--- src/hw/rtl/sssdd_pkg.sv ---
// Shared types and constants for the two-wire seven-segment display driver.
// Depends on nothing; imported by seven_segment_serial_display_driver.
`timescale 1ns / 1ps

package sssdd_pkg;

    localparam int VALUE_W     = 14;
    localparam int DIGITS_DEF  = 4;
    localparam int CFG_INDEX_W = 2;
    localparam int CFG_DATA_W  = 8;
    localparam int GAP_W       = 4;

    // Register indexes on the configuration port
    localparam logic [CFG_INDEX_W-1:0] CFG_DISPLAY_CONTROL = 2'd0;
    localparam logic [CFG_INDEX_W-1:0] CFG_GAP_TICKS       = 2'd1;

    localparam logic [CFG_DATA_W-1:0] DISPLAY_CONTROL_RST = 8'h8F;
    localparam logic [GAP_W-1:0]      GAP_TICKS_RST       = 4'd5;

    // Fixed bytes on the wire
    localparam logic [7:0] CMD_DATA_AUTO = 8'h40;
    localparam logic [7:0] CMD_ADDR_C0   = 8'hC0;

    // Item commands
    localparam logic CMD_SHOW = 1'b0;
    localparam logic CMD_TICK = 1'b1;

    typedef struct packed {
        logic               command;
        logic [VALUE_W-1:0] value;
    } item_t;

    typedef struct packed {
        logic clk_level;
        logic dio_level;
        logic busy_res;
        logic accepted;
    } result_t;

    // Segment pattern for one decimal digit; non-decimal codes show blank
    function automatic logic [7:0] seg_code(input logic [3:0] digit);
        logic [7:0] seg;
        case (digit)
            4'd0:    seg = 8'h3F;
            4'd1:    seg = 8'h06;
            4'd2:    seg = 8'h5B;
            4'd3:    seg = 8'h4F;
            4'd4:    seg = 8'h66;
            4'd5:    seg = 8'h6D;
            4'd6:    seg = 8'h7D;
            4'd7:    seg = 8'h07;
            4'd8:    seg = 8'h7F;
            4'd9:    seg = 8'h6F;
            default: seg = 8'h00;
        endcase
        return seg;
    endfunction

endpackage

--- src/hw/rtl/seven_segment_serial_display_driver.sv ---
// Two-wire seven-segment display driver: pin sequencer, decimal splitter,
// configuration registers and result skid buffer. Depends on sssdd_pkg.
`timescale 1ns / 1ps
//
//  channel   direction  handshake                    payload
//  item      in         item_valid / item_stall      item   (command, value)
//  result    out        result_valid / result_stall  result (pins, busy, accepted)
//  cfg       in         cfg_we                       cfg_index, cfg_data
//
//  One item is taken per clock while item_stall is low; its result is registered
//  in the result register, or in the skid entry while that register is held.
//  Each tick moves the pin sequencer one step while a frame is active. A show
//  taken while idle starts a decimal split that peels one digit per cycle
//  with a reciprocal multiply in the background, ahead of any segment byte.
//  Reset (async, active low): idle, both pins high, digits zero.
//  The result side has a register plus one skid entry; item_stall rises only
//  while the skid entry is full.

module seven_segment_serial_display_driver #(
    parameter int DIGITS = sssdd_pkg::DIGITS_DEF
) (
    input  logic                                   clk,
    input  logic                                   rst_n,
    input  logic                                   item_valid,
    output logic                                   item_stall,
    input  sssdd_pkg::item_t                       item,
    output logic                                   result_valid,
    input  logic                                   result_stall,
    output sssdd_pkg::result_t                     result,
    input  logic                                   cfg_we,
    input  logic [sssdd_pkg::CFG_INDEX_W-1:0]      cfg_index,
    input  logic [sssdd_pkg::CFG_DATA_W-1:0]       cfg_data
);

    import sssdd_pkg::*;

    localparam int BCD_W    = 4 * DIGITS;
    localparam int CONV_W   = $clog2(DIGITS + 1);
    localparam int PROD_W   = VALUE_W + 16;
    localparam int RECIP_SH = 19;
    // 2^19 / 10 rounded up: exact quotient for every value that fits VALUE_W
    localparam logic [PROD_W-1:0] RECIP_10 = PROD_W'(52429);

    localparam logic [4:0] PH_IDLE    = 5'd0;
    localparam logic [4:0] PH_START1  = 5'd1;
    localparam logic [4:0] PH_START2  = 5'd2;
    localparam logic [4:0] PH_BITLOW  = 5'd3;
    localparam logic [4:0] PH_BITHIGH = 5'd4;
    localparam logic [4:0] PH_ACKLOW  = 5'd5;
    localparam logic [4:0] PH_ACKHIGH = 5'd6;
    localparam logic [4:0] PH_ACKEND  = 5'd7;
    localparam logic [4:0] PH_STOP1   = 5'd8;
    localparam logic [4:0] PH_STOP2   = 5'd9;
    localparam logic [4:0] PH_STOP3   = 5'd10;
    localparam logic [4:0] PH_GAP     = 5'd11;

    // Configuration
    logic [7:0]       display_control_reg;
    logic [GAP_W-1:0] gap_ticks_reg;

    // Sequencer state
    logic [4:0]       phase_reg, phase_next;
    logic [3:0]       bit_count_reg, bit_count_next;
    logic [2:0]       byte_count_reg, byte_count_next;
    logic [GAP_W-1:0] gap_count_reg, gap_count_next;
    logic [1:0]       frame_part_reg, frame_part_next;
    logic             clk_pin_reg, clk_pin_next;
    logic             dio_pin_reg, dio_pin_next;
    logic             active_reg, active_next;
    logic             taken;

    // Decimal split
    logic [BCD_W-1:0]   digit_reg, digit_next;
    logic [VALUE_W-1:0] value_sh_reg, value_sh_next;
    logic [CONV_W-1:0]  conv_cnt_reg, conv_cnt_next;
    logic [PROD_W-1:0]  conv_prod;
    logic [VALUE_W-1:0] conv_quo;
    logic [3:0]         conv_rem;
    logic               start_conv;

    // Result buffer
    logic    result_valid_reg, result_valid_next;
    result_t result_reg, result_next;
    logic    skid_valid_reg, skid_valid_next;
    result_t skid_reg;
    result_t step_res;

    logic       item_acc;
    logic       result_take;
    logic [7:0] cur_byte;
    logic [3:0] sel_digit;
    logic       last_byte;

    assign item_stall   = skid_valid_reg;
    assign item_acc     = item_valid && !skid_valid_reg;
    assign result_take  = result_valid_reg && !result_stall;
    assign result_valid = result_valid_reg;
    assign result       = result_reg;

    // Byte on the wire for the current frame and byte position
    always_comb
    begin
        sel_digit = digit_reg[3:0];
        for (int i = 0; i < DIGITS; i++)
        begin
            if (byte_count_reg == 3'(DIGITS - i))
            begin
                sel_digit = digit_reg[4*i +: 4];
            end
        end
        if (frame_part_reg == 2'd0)
        begin
            cur_byte = CMD_DATA_AUTO;
        end
        else if (frame_part_reg == 2'd2)
        begin
            cur_byte = display_control_reg;
        end
        else if (byte_count_reg == 3'd0)
        begin
            cur_byte = CMD_ADDR_C0;
        end
        else
        begin
            cur_byte = seg_code(sel_digit);
        end
        last_byte = (frame_part_reg == 2'd1) ? (byte_count_reg >= 3'(DIGITS)) : 1'b1;
    end

    // One step per accepted tick while active; a show while idle starts a frame
    always_comb
    begin
        phase_next      = phase_reg;
        bit_count_next  = bit_count_reg;
        byte_count_next = byte_count_reg;
        gap_count_next  = gap_count_reg;
        frame_part_next = frame_part_reg;
        clk_pin_next    = clk_pin_reg;
        dio_pin_next    = dio_pin_reg;
        active_next     = active_reg;
        taken           = 1'b0;
        start_conv      = 1'b0;

        if (item_acc && item.command == CMD_SHOW && !active_reg)
        begin
            active_next     = 1'b1;
            frame_part_next = 2'd0;
            byte_count_next = 3'd0;
            bit_count_next  = 4'd0;
            gap_count_next  = '0;
            phase_next      = PH_START1;
            taken           = 1'b1;
            start_conv      = 1'b1;
        end
        else if (item_acc && item.command == CMD_TICK && active_reg)
        begin
            case (phase_reg)
                PH_START1:
                begin
                    clk_pin_next = 1'b1;
                    dio_pin_next = 1'b1;
                    phase_next   = PH_START2;
                end
                PH_START2:
                begin
                    dio_pin_next   = 1'b0;
                    bit_count_next = 4'd0;
                    phase_next     = PH_BITLOW;
                end
                PH_BITLOW:
                begin
                    clk_pin_next = 1'b0;
                    dio_pin_next = cur_byte[bit_count_reg[2:0]];
                    phase_next   = PH_BITHIGH;
                end
                PH_BITHIGH:
                begin
                    clk_pin_next   = 1'b1;
                    bit_count_next = bit_count_reg + 4'd1;
                    phase_next     = (bit_count_next >= 4'd8) ? PH_ACKLOW : PH_BITLOW;
                end
                PH_ACKLOW:
                begin
                    clk_pin_next = 1'b0;
                    dio_pin_next = 1'b1;
                    phase_next   = PH_ACKHIGH;
                end
                PH_ACKHIGH:
                begin
                    clk_pin_next = 1'b1;
                    phase_next   = PH_ACKEND;
                end
                PH_ACKEND:
                begin
                    clk_pin_next   = 1'b0;
                    bit_count_next = 4'd0;
                    if (last_byte)
                    begin
                        phase_next = PH_STOP1;
                    end
                    else
                    begin
                        byte_count_next = byte_count_reg + 3'd1;
                        phase_next      = PH_BITLOW;
                    end
                end
                PH_STOP1:
                begin
                    clk_pin_next = 1'b0;
                    dio_pin_next = 1'b0;
                    phase_next   = PH_STOP2;
                end
                PH_STOP2:
                begin
                    clk_pin_next = 1'b1;
                    phase_next   = PH_STOP3;
                end
                PH_STOP3:
                begin
                    dio_pin_next = 1'b1;
                    if (frame_part_reg >= 2'd2)
                    begin
                        phase_next      = PH_IDLE;
                        active_next     = 1'b0;
                        frame_part_next = 2'd0;
                        byte_count_next = 3'd0;
                    end
                    else if (gap_ticks_reg == '0)
                    begin
                        frame_part_next = frame_part_reg + 2'd1;
                        byte_count_next = 3'd0;
                        bit_count_next  = 4'd0;
                        phase_next      = PH_START1;
                    end
                    else
                    begin
                        gap_count_next = gap_ticks_reg;
                        phase_next     = PH_GAP;
                    end
                end
                PH_GAP:
                begin
                    gap_count_next = gap_count_reg - GAP_W'(1);
                    if (gap_count_next == '0)
                    begin
                        frame_part_next = frame_part_reg + 2'd1;
                        byte_count_next = 3'd0;
                        bit_count_next  = 4'd0;
                        phase_next      = PH_START1;
                    end
                end
                default:
                begin
                    phase_next   = PH_IDLE;
                    active_next  = 1'b0;
                    clk_pin_next = 1'b1;
                    dio_pin_next = 1'b1;
                end
            endcase
        end

        step_res.clk_level = clk_pin_next;
        step_res.dio_level = dio_pin_next;
        step_res.busy_res  = active_next;
        step_res.accepted  = taken;
    end

    // Peel one decimal digit per cycle, ones first; the quotient feeds back
    always_comb
    begin
        digit_next    = digit_reg;
        value_sh_next = value_sh_reg;
        conv_cnt_next = conv_cnt_reg;
        conv_prod     = PROD_W'(value_sh_reg) * RECIP_10;
        conv_quo      = VALUE_W'(conv_prod >> RECIP_SH);
        conv_rem      = 4'(value_sh_reg - conv_quo * VALUE_W'(10));
        if (start_conv)
        begin
            digit_next    = '0;
            value_sh_next = item.value;
            conv_cnt_next = CONV_W'(DIGITS);
        end
        else if (conv_cnt_reg != '0)
        begin
            for (int i = 0; i < DIGITS; i++)
            begin
                if (conv_cnt_reg == CONV_W'(DIGITS - i))
                begin
                    digit_next[4*i +: 4] = conv_rem;
                end
            end
            value_sh_next = conv_quo;
            conv_cnt_next = conv_cnt_reg - CONV_W'(1);
        end
    end

    // Result register and skid entry
    always_comb
    begin
        result_valid_next = result_valid_reg;
        result_next       = result_reg;
        skid_valid_next   = skid_valid_reg;
        if (skid_valid_reg)
        begin
            if (result_take)
            begin
                result_next     = skid_reg;
                skid_valid_next = 1'b0;
            end
        end
        else if (item_acc)
        begin
            if (!result_valid_reg || result_take)
            begin
                result_next       = step_res;
                result_valid_next = 1'b1;
            end
            else
            begin
                skid_valid_next = 1'b1;
            end
        end
        else if (result_take)
        begin
            result_valid_next = 1'b0;
        end
    end

    always_ff @(posedge clk or negedge rst_n)
    begin
        if (!rst_n)
        begin
            display_control_reg <= DISPLAY_CONTROL_RST;
            gap_ticks_reg       <= GAP_TICKS_RST;
            phase_reg           <= PH_IDLE;
            bit_count_reg       <= 4'd0;
            byte_count_reg      <= 3'd0;
            gap_count_reg       <= '0;
            frame_part_reg      <= 2'd0;
            clk_pin_reg         <= 1'b1;
            dio_pin_reg         <= 1'b1;
            active_reg          <= 1'b0;
            digit_reg           <= '0;
            conv_cnt_reg        <= '0;
            result_valid_reg    <= 1'b0;
            skid_valid_reg      <= 1'b0;
        end
        else
        begin
            if (cfg_we && cfg_index == CFG_DISPLAY_CONTROL)
            begin
                display_control_reg <= cfg_data;
            end
            if (cfg_we && cfg_index == CFG_GAP_TICKS)
            begin
                gap_ticks_reg <= cfg_data[GAP_W-1:0];
            end
            phase_reg        <= phase_next;
            bit_count_reg    <= bit_count_next;
            byte_count_reg   <= byte_count_next;
            gap_count_reg    <= gap_count_next;
            frame_part_reg   <= frame_part_next;
            clk_pin_reg      <= clk_pin_next;
            dio_pin_reg      <= dio_pin_next;
            active_reg       <= active_next;
            digit_reg        <= digit_next;
            conv_cnt_reg     <= conv_cnt_next;
            result_valid_reg <= result_valid_next;
            skid_valid_reg   <= skid_valid_next;
        end
    end

    // Payload registers
    always_ff @(posedge clk)
    begin
        value_sh_reg <= value_sh_next;
        result_reg   <= result_next;
        if (!skid_valid_reg && item_acc && result_valid_reg && !result_take)
        begin
            skid_reg <= step_res;
        end
    end

    // The decimal split must be done before any segment byte is put on the wire
    assert property (@(posedge clk) disable iff (!rst_n)
        (conv_cnt_reg != '0) |->
        !(phase_reg == PH_BITLOW && frame_part_reg == 2'd1 && byte_count_reg != 3'd0))
        else $error("segment byte read while decimal split in progress");

    assert property (@(posedge clk) disable iff (!rst_n)
        skid_valid_reg |-> result_valid_reg)
        else $error("skid entry held with empty result register");

    assert property (@(posedge clk) disable iff (!rst_n)
        !active_reg |-> (clk_pin_reg && dio_pin_reg && phase_reg == PH_IDLE))
        else $error("pins not released while idle");

    assert property (@(posedge clk) disable iff (!rst_n)
        (result_valid_reg && result_reg.accepted) |-> result_reg.busy_res)
        else $error("accepted show without busy");

endmodule

--- config.mk ---
export PLATFORM = sky130hd
export DESIGN_NAME = seven_segment_serial_display_driver
export DESIGN_NICKNAME = d
export VERILOG_FILES = /design/src/hw/rtl/sssdd_pkg.sv /design/src/hw/rtl/seven_segment_serial_display_driver.sv
export SDC_FILE = /design/constraint.sdc
export NUM_CORES = 1
export LEC_CHECK = 0
export BUFFER_PORTS_ARGS = -buffer_cell sky130_fd_sc_hd__buf_2
export CAP_MARGIN = 10
export CORE_UTILIZATION = 40
export DETAILED_ROUTE_END_ITERATION = 7
export GPL_ROUTABILITY_DRIVEN = 0
export SYNTH_ARGS = -nofsm -noshare
export SYNTH_HDL_FRONTEND = slang
export SYNTH_SLANG_ARGS = --single-unit
--- constraint.sdc ---
create_clock -name clk -period 7.14 [get_ports clk]
set_input_delay 0.714 -clock clk [delete_from_list [all_inputs] [get_ports clk]]
set_output_delay 0.714 -clock clk [all_outputs]
set_load 0.03 [all_outputs]
* Word-level counts from Yosys, hierarchy flattened *
Memories as Yosys holds them, arrays and structs flattened.
Cells that the tools add are included.

word-level totals
  bits in registers = 76
  ROM bits = 112
  input bits = 30
  output and inout port bits = 6
  logic and storage cells = 195
  memories = 1

memory list
  name              depth  width  read ports  clocked after memory_dff  wr ports  RTL line         source
  (name not given)  16     7      1           0                         0         sssdd_pkg.sv:43  case (digit)

operators by class
  add/sub/neg operators = 6
  multiply operators = 2
  $lt $le $gt $ge = 4
  equal/unequal tests = 29
  multiplexer cells = 73
  bitwise operators = 2
  reduce and logical (&&, ||, !) cells = 52

operators with widths
  cell                                                                   count
  4-bit two-way mux                                                      23
  5-bit one-hot mux with 11 select lines                                 1
  16-bit two-way mux                                                     2
  14-bit by 16-bit multiplier with 30-bit output, second input constant  1
  14-bit two-way mux                                                     2
  3-bit two-way mux                                                      9
  8-bit two-way mux                                                      3
  5-bit by 3-bit equality test with 1-bit output, second input constant  4
  5-bit by 4-bit equality test with 1-bit output, second input constant  4
  2-bit nonzero test                                                     9
  1-bit two-way mux                                                      17
  4-bit one-hot mux with 4 select lines                                  1
  5-bit two-way mux                                                      3
  3-bit inequality test, second input constant                           5
  3-bit by 2-bit equality test with 1-bit output, second input constant  4
  1-bit logical AND                                                      11
  11-bit by 3-bit multiplier with 3-bit output, second input constant    1
  5-bit by 2-bit equality test with 1-bit output, second input constant  2
  2-bit two-way mux                                                      5
  2-bit AND reduction                                                    5
  5-bit AND reduction                                                    2
  10-bit OR reduction                                                    1
  3-bit one-hot mux with 3 select lines                                  1
  4-bit logical NOT                                                      2
  other kinds (36)                                                       50

* Logic depth before layout (Yosys ltp) *
An unclocked memory read counts as a cell.

  depth in word-level cells = 16
  depth in mapped cells = 27
  gate-level depth less buffers = 27

* Worst setup path before layout *
No wires, ideal clock.

  path kind = register to register
  start point = register value_sh_reg[12]
  end point = register digit_reg[11]
  library setup time = 0.076 ns
  arrival = 6.121 ns
  data required time = 7.064 ns
  slack = 0.943 ns
  stages on the path, launching flop included = 25
  path buffers = 0
  period minus slack after synthesis = 6.197 ns
  cells stage by stage = edfxtp_1 -> inv_1 -> ha_1 -> inv_1 -> fa_1 -> inv_1 -> fa_1 -> fa_1 -> inv_1 -> fa_1 -> inv_1 -> fa_1 -> inv_1 -> ha_1 -> or4_1 -> nor4_2 -> and4bb_2 -> nor2_1 -> xor2_1 -> fa_1 -> xor2_1 -> xnor3_1 -> xnor3_1 -> or2_4 -> o21ai_2

between the ends
  longest elaborated chain between the ends = 6

ends and longest elaborated chain
  what                                            RTL line                                    source
  from (decl)                                     seven_segment_serial_display_driver.sv:74   logic [VALUE_W-1:0] value_sh_reg, value_sh_next;
  from (signal assigned)                          seven_segment_serial_display_driver.sv:376  value_sh_reg <= value_sh_next;
  14-bit by 16-bit multiplier with 30-bit output  seven_segment_serial_display_driver.sv:274  conv_prod = PROD_W'(value_sh_reg) * RECIP_10;
  11-bit by 3-bit multiplier with 3-bit output    seven_segment_serial_display_driver.sv:276  conv_rem = 4'(value_sh_reg - conv_quo * VALUE_W'(10));
  4-bit subtractor                                seven_segment_serial_display_driver.sv:276
  4-bit two-way mux                               seven_segment_serial_display_driver.sv:287  if (conv_cnt_reg == CONV_W'(DIGITS - i))
  16-bit two-way mux                              seven_segment_serial_display_driver.sv:283  else if (conv_cnt_reg != '0)
  16-bit two-way mux                              seven_segment_serial_display_driver.sv:277  if (start_conv)
  to (signal assigned)                            seven_segment_serial_display_driver.sv:366  digit_reg <= digit_next;
  to (decl)                                       seven_segment_serial_display_driver.sv:73   logic [BCD_W-1:0] digit_reg, digit_next;

No other way between the ends. The select of a mux whose other input is x is not followed.
A chain may end at the register's enable or synchronous reset.

* Worst setup path after layout *
  start point = register value_sh_reg[8]
  end point = register digit_reg[7]

Same word-level chain as after synthesis.

==> results.py <==
metrics = {
    "synthesis": {
        "ys_seq_elements": 75,
        "yosys_warnings": 0,
        "synthTopCellsByCount": "ha_1 (130), inv_1 (125), a21oi_1 (55)",
        "synth_fp_nets": 996,
        "synth_ff_type": "dfrtp_1",
        "synth_top_cell_area_share_pct": 21.2,
        "postSynthCellCount": 783,
        "avgSynthCellArea_um2": 9.80,
        "synthTopCellsByArea": "ha_1 (21%), dfrtp_1 (14%), fa_1 (14%)",
        "synthesis.area_um2": 7670,
        "synth_enable_flop_cells": 22,
        "async_flop_share_pct": 70.7,
        "synth_top_cell_by_area": "ha_1",
        "yosysSeqAreaShare_pct": 26.0,
        "synth.distinct_cells": 73,
        "synth_most_common_cell": "ha_1",
    },
    "drt": {
        "drc": 0,
        "drt_wl_total_um": 15900,
        "post_drt_wl_per_cell_um": 15.2,
        "ant_nets": 0,
        "drtPass1Iterations": 4,
        "viasPerCell": 5.17,
        "vias": 5440,
        "drtIter0Drc": 208,
    },
    "sta": {
        "skew_ns": 0.00691,
        "post-route-period-util_pct": 91.6,
        "fin_tns_setup_ns": 0,
        "rsz0062_at_grt": "no",
        "setup_viol": 0,
        "finalHoldViolCount": 0,
        "fin_crit_ns": 6.54,
        "worstMarginPinSlew_ns": 1.15,
        "relSlewSlack_pct": 22.9,
        "fmax_ghz": 0.153,
        "maxSlewViolCount": 0,
    },
    "worst_setup_path": {
        "critPathLaunchType": "register",
        "worstSetupPathType": "register to register",
        "worstRegToRegCells": 22,
        "worst_ep_arrival_time_ns": 6.81,
        "end_kind": "register",
        "critPathRequiredTime_ns": 7.41,
        "crit_fanout": 5,
    },
    "cells_and_area": {
        "area_growth_pct": 8.94,
        "antenna_cells": 0,
        "final_nets": 1026,
        "multi_input_area_um2": 5110,
        "largest_register_ffs": 16,
        "seqCellArea_um2": 2000,
        "fillers": 1814,
        "drive_gt1_share_pct": 12.6,
    },
    "global_routing": {
        "antenna_found_initial": 0,
        "grt_pass1_wl_um": 26900,
        "grt_max_degree": 54,
        "grtUsageTotal_pct": 17.4,
        "grt-ovfl-total": 0,
        "grt_pass1_vias": 5566,
    },
    "job": {
        "drv_cap": 0,
    },
    "clock_tree": {
        "clock_latency_ns": 0.35,
        "htree_levels": 3,
        "cts_made_buffers": 9,
        "cts-resized-gates": 0,
        "postCtsHoldBufs": 0,
        "numClockSinks": 75,
        "cts_tree": "built",
        "clockBufferDepth": 2,
        "cts_setup_buffers": 0,
        "root_buffer": "clkbuf_16",
        "clk_pin_slew_ns": 0.06,
    },
    "die": {
        "core_area_um2": 18800,
        "io_pins": 36,
        "start_util_pct": 40.9,
        "die_y_um": 140,
        "die_area_um2": 19700,
        "fp.dieW_um": 140,
        "std_cell_rows": 50,
    },
    "min_path": {
        "hold_class": "input port to asynchronous set/reset pin",
    },
    "placed_design": {
        "dp_hpwl_um": 12700,
        "port-buffer-count": 35,
    },
    "status": {
        "outcome": "completed",
    },
}
## cells by family after synthesis
kind of cell               synth area share, %
adders and majority gates                 35.0
xor gates and xnor gates                  2.87
AOI/OAI and AO/OA                         13.1
buffers and inverters                     7.39
DFF                                       26.0
and+or+nand+nor                           11.2
muxes                                     4.37
## cell type report
type	count	area share, %
flip-flops and latches	75	23.9
clock buffers	12	2.83
clock inverters	4	0.629
multi-input cells	563	61.1
repair buffers	38	2.37
well taps	234	3.50
inverters	126	5.66
## worst max-delay path, stage by stage (launching register included)
cell and delay [ns]:
edfxtp_1 0.48, ha_1 0.37, fa_1 0.53, inv_1 0.09, fa_1 0.49, fa_1 0.55, inv_1 0.05, fa_1 0.50
inv_1 0.05, fa_1 0.49, inv_1 0.04, ha_1 0.22, or4_1 0.43, nor4_2 0.26, and4bb_2 0.28, nor2_1 0.11
xor2_1 0.11, fa_1 0.41, xor2_1 0.20, xnor3_1 0.24, xnor3_1 0.18, or2_4 0.27, o21ai_2 0.13
## cells in the final DEF, fill, tap and decap left out, types with 4 or more instances in the layout
cell / Yosys / final
dfstp_2: 9 / 9
ha_1: 130 / 130
nor2_1: 40 / 40
xnor2_1: 11 / 11
edfxtp_1: 22 / 22
xor2_1: 9 / 9
fa_1: 53 / 53
nor3b_1: 6 / 6
o211ai_1: 4 / 4
nor2b_1: 4 / 4
nor3_1: 4 / 4
mux2_2: 20 / 20
nand3_1: 27 / 27
buf_2: 3 / 35
mux2i_1: 11 / 11
o21ai_2: 6 / 6
inv_1: 125 / 125
a21oi_1: 55 / 55
o31ai_1: 6 / 6
a21o_1: 5 / 5
nand2_1: 53 / 53
clkbuf_16: 0 / 9
o21ai_0: 34 / 34
nand2b_1: 8 / 8
dfrtp_1: 44 / 44
and2_1: 5 / 5
a31oi_1: 4 / 4
## worst paths after layout
| path | to | slack [ns] | start |
|---|---|---|---|
| setup / recovery | digit_reg[7]$_DFFE_PN0P_ | 0.60 | value_sh_reg[8]$_DFFE_PP_ |
| max in group asynchronous | digit_reg[15]$_DFFE_PN0P_ | 6.18 | rst_n |
| hold reg to reg | digit_reg[3]$_DFFE_PN0P_ | 0.51 | digit_reg[3]$_DFFE_PN0P_ |
| min in group clk | digit_reg[3]$_DFFE_PN0P_ | 0.51 | digit_reg[3]$_DFFE_PN0P_ |
| setup reg to reg | digit_reg[7]$_DFFE_PN0P_ | 0.60 | value_sh_reg[8]$_DFFE_PP_ |
| hold / removal | display_control_reg[5]$_DFFE_PN0P_ | 0.50 | rst_n |
## stage by stage
step	hold WS (ns)	std cells	util (%)	area (um2)	setup slack [ns]
finish	0.497	1052	44.5	8360	0.597
CTS	0.508	1052	44.5	8360	0.544
floorplan	0.418	783	-	7670	0.943
global placement	0.491	1036	43.0	8070	0.662
detailed placement	0.496	1036	43.0	8070	0.567
global route	0.529	1052	44.5	8360	0.233
## layer usage
layer / wire (um) / track usage [%] / vias to the layer above
li1: - / - / 2740
met1: 7600 / 22.4 / 2642
met2: 7780 / 30.4 / 47
met3: 379 / 2.97 / 11
met4: 175 / 3.78 / 0
met5: 0 / 0 / -
Power is not shown: default switching activity piles up to over one toggle a cycle in this logic, so the estimate is an artifact.
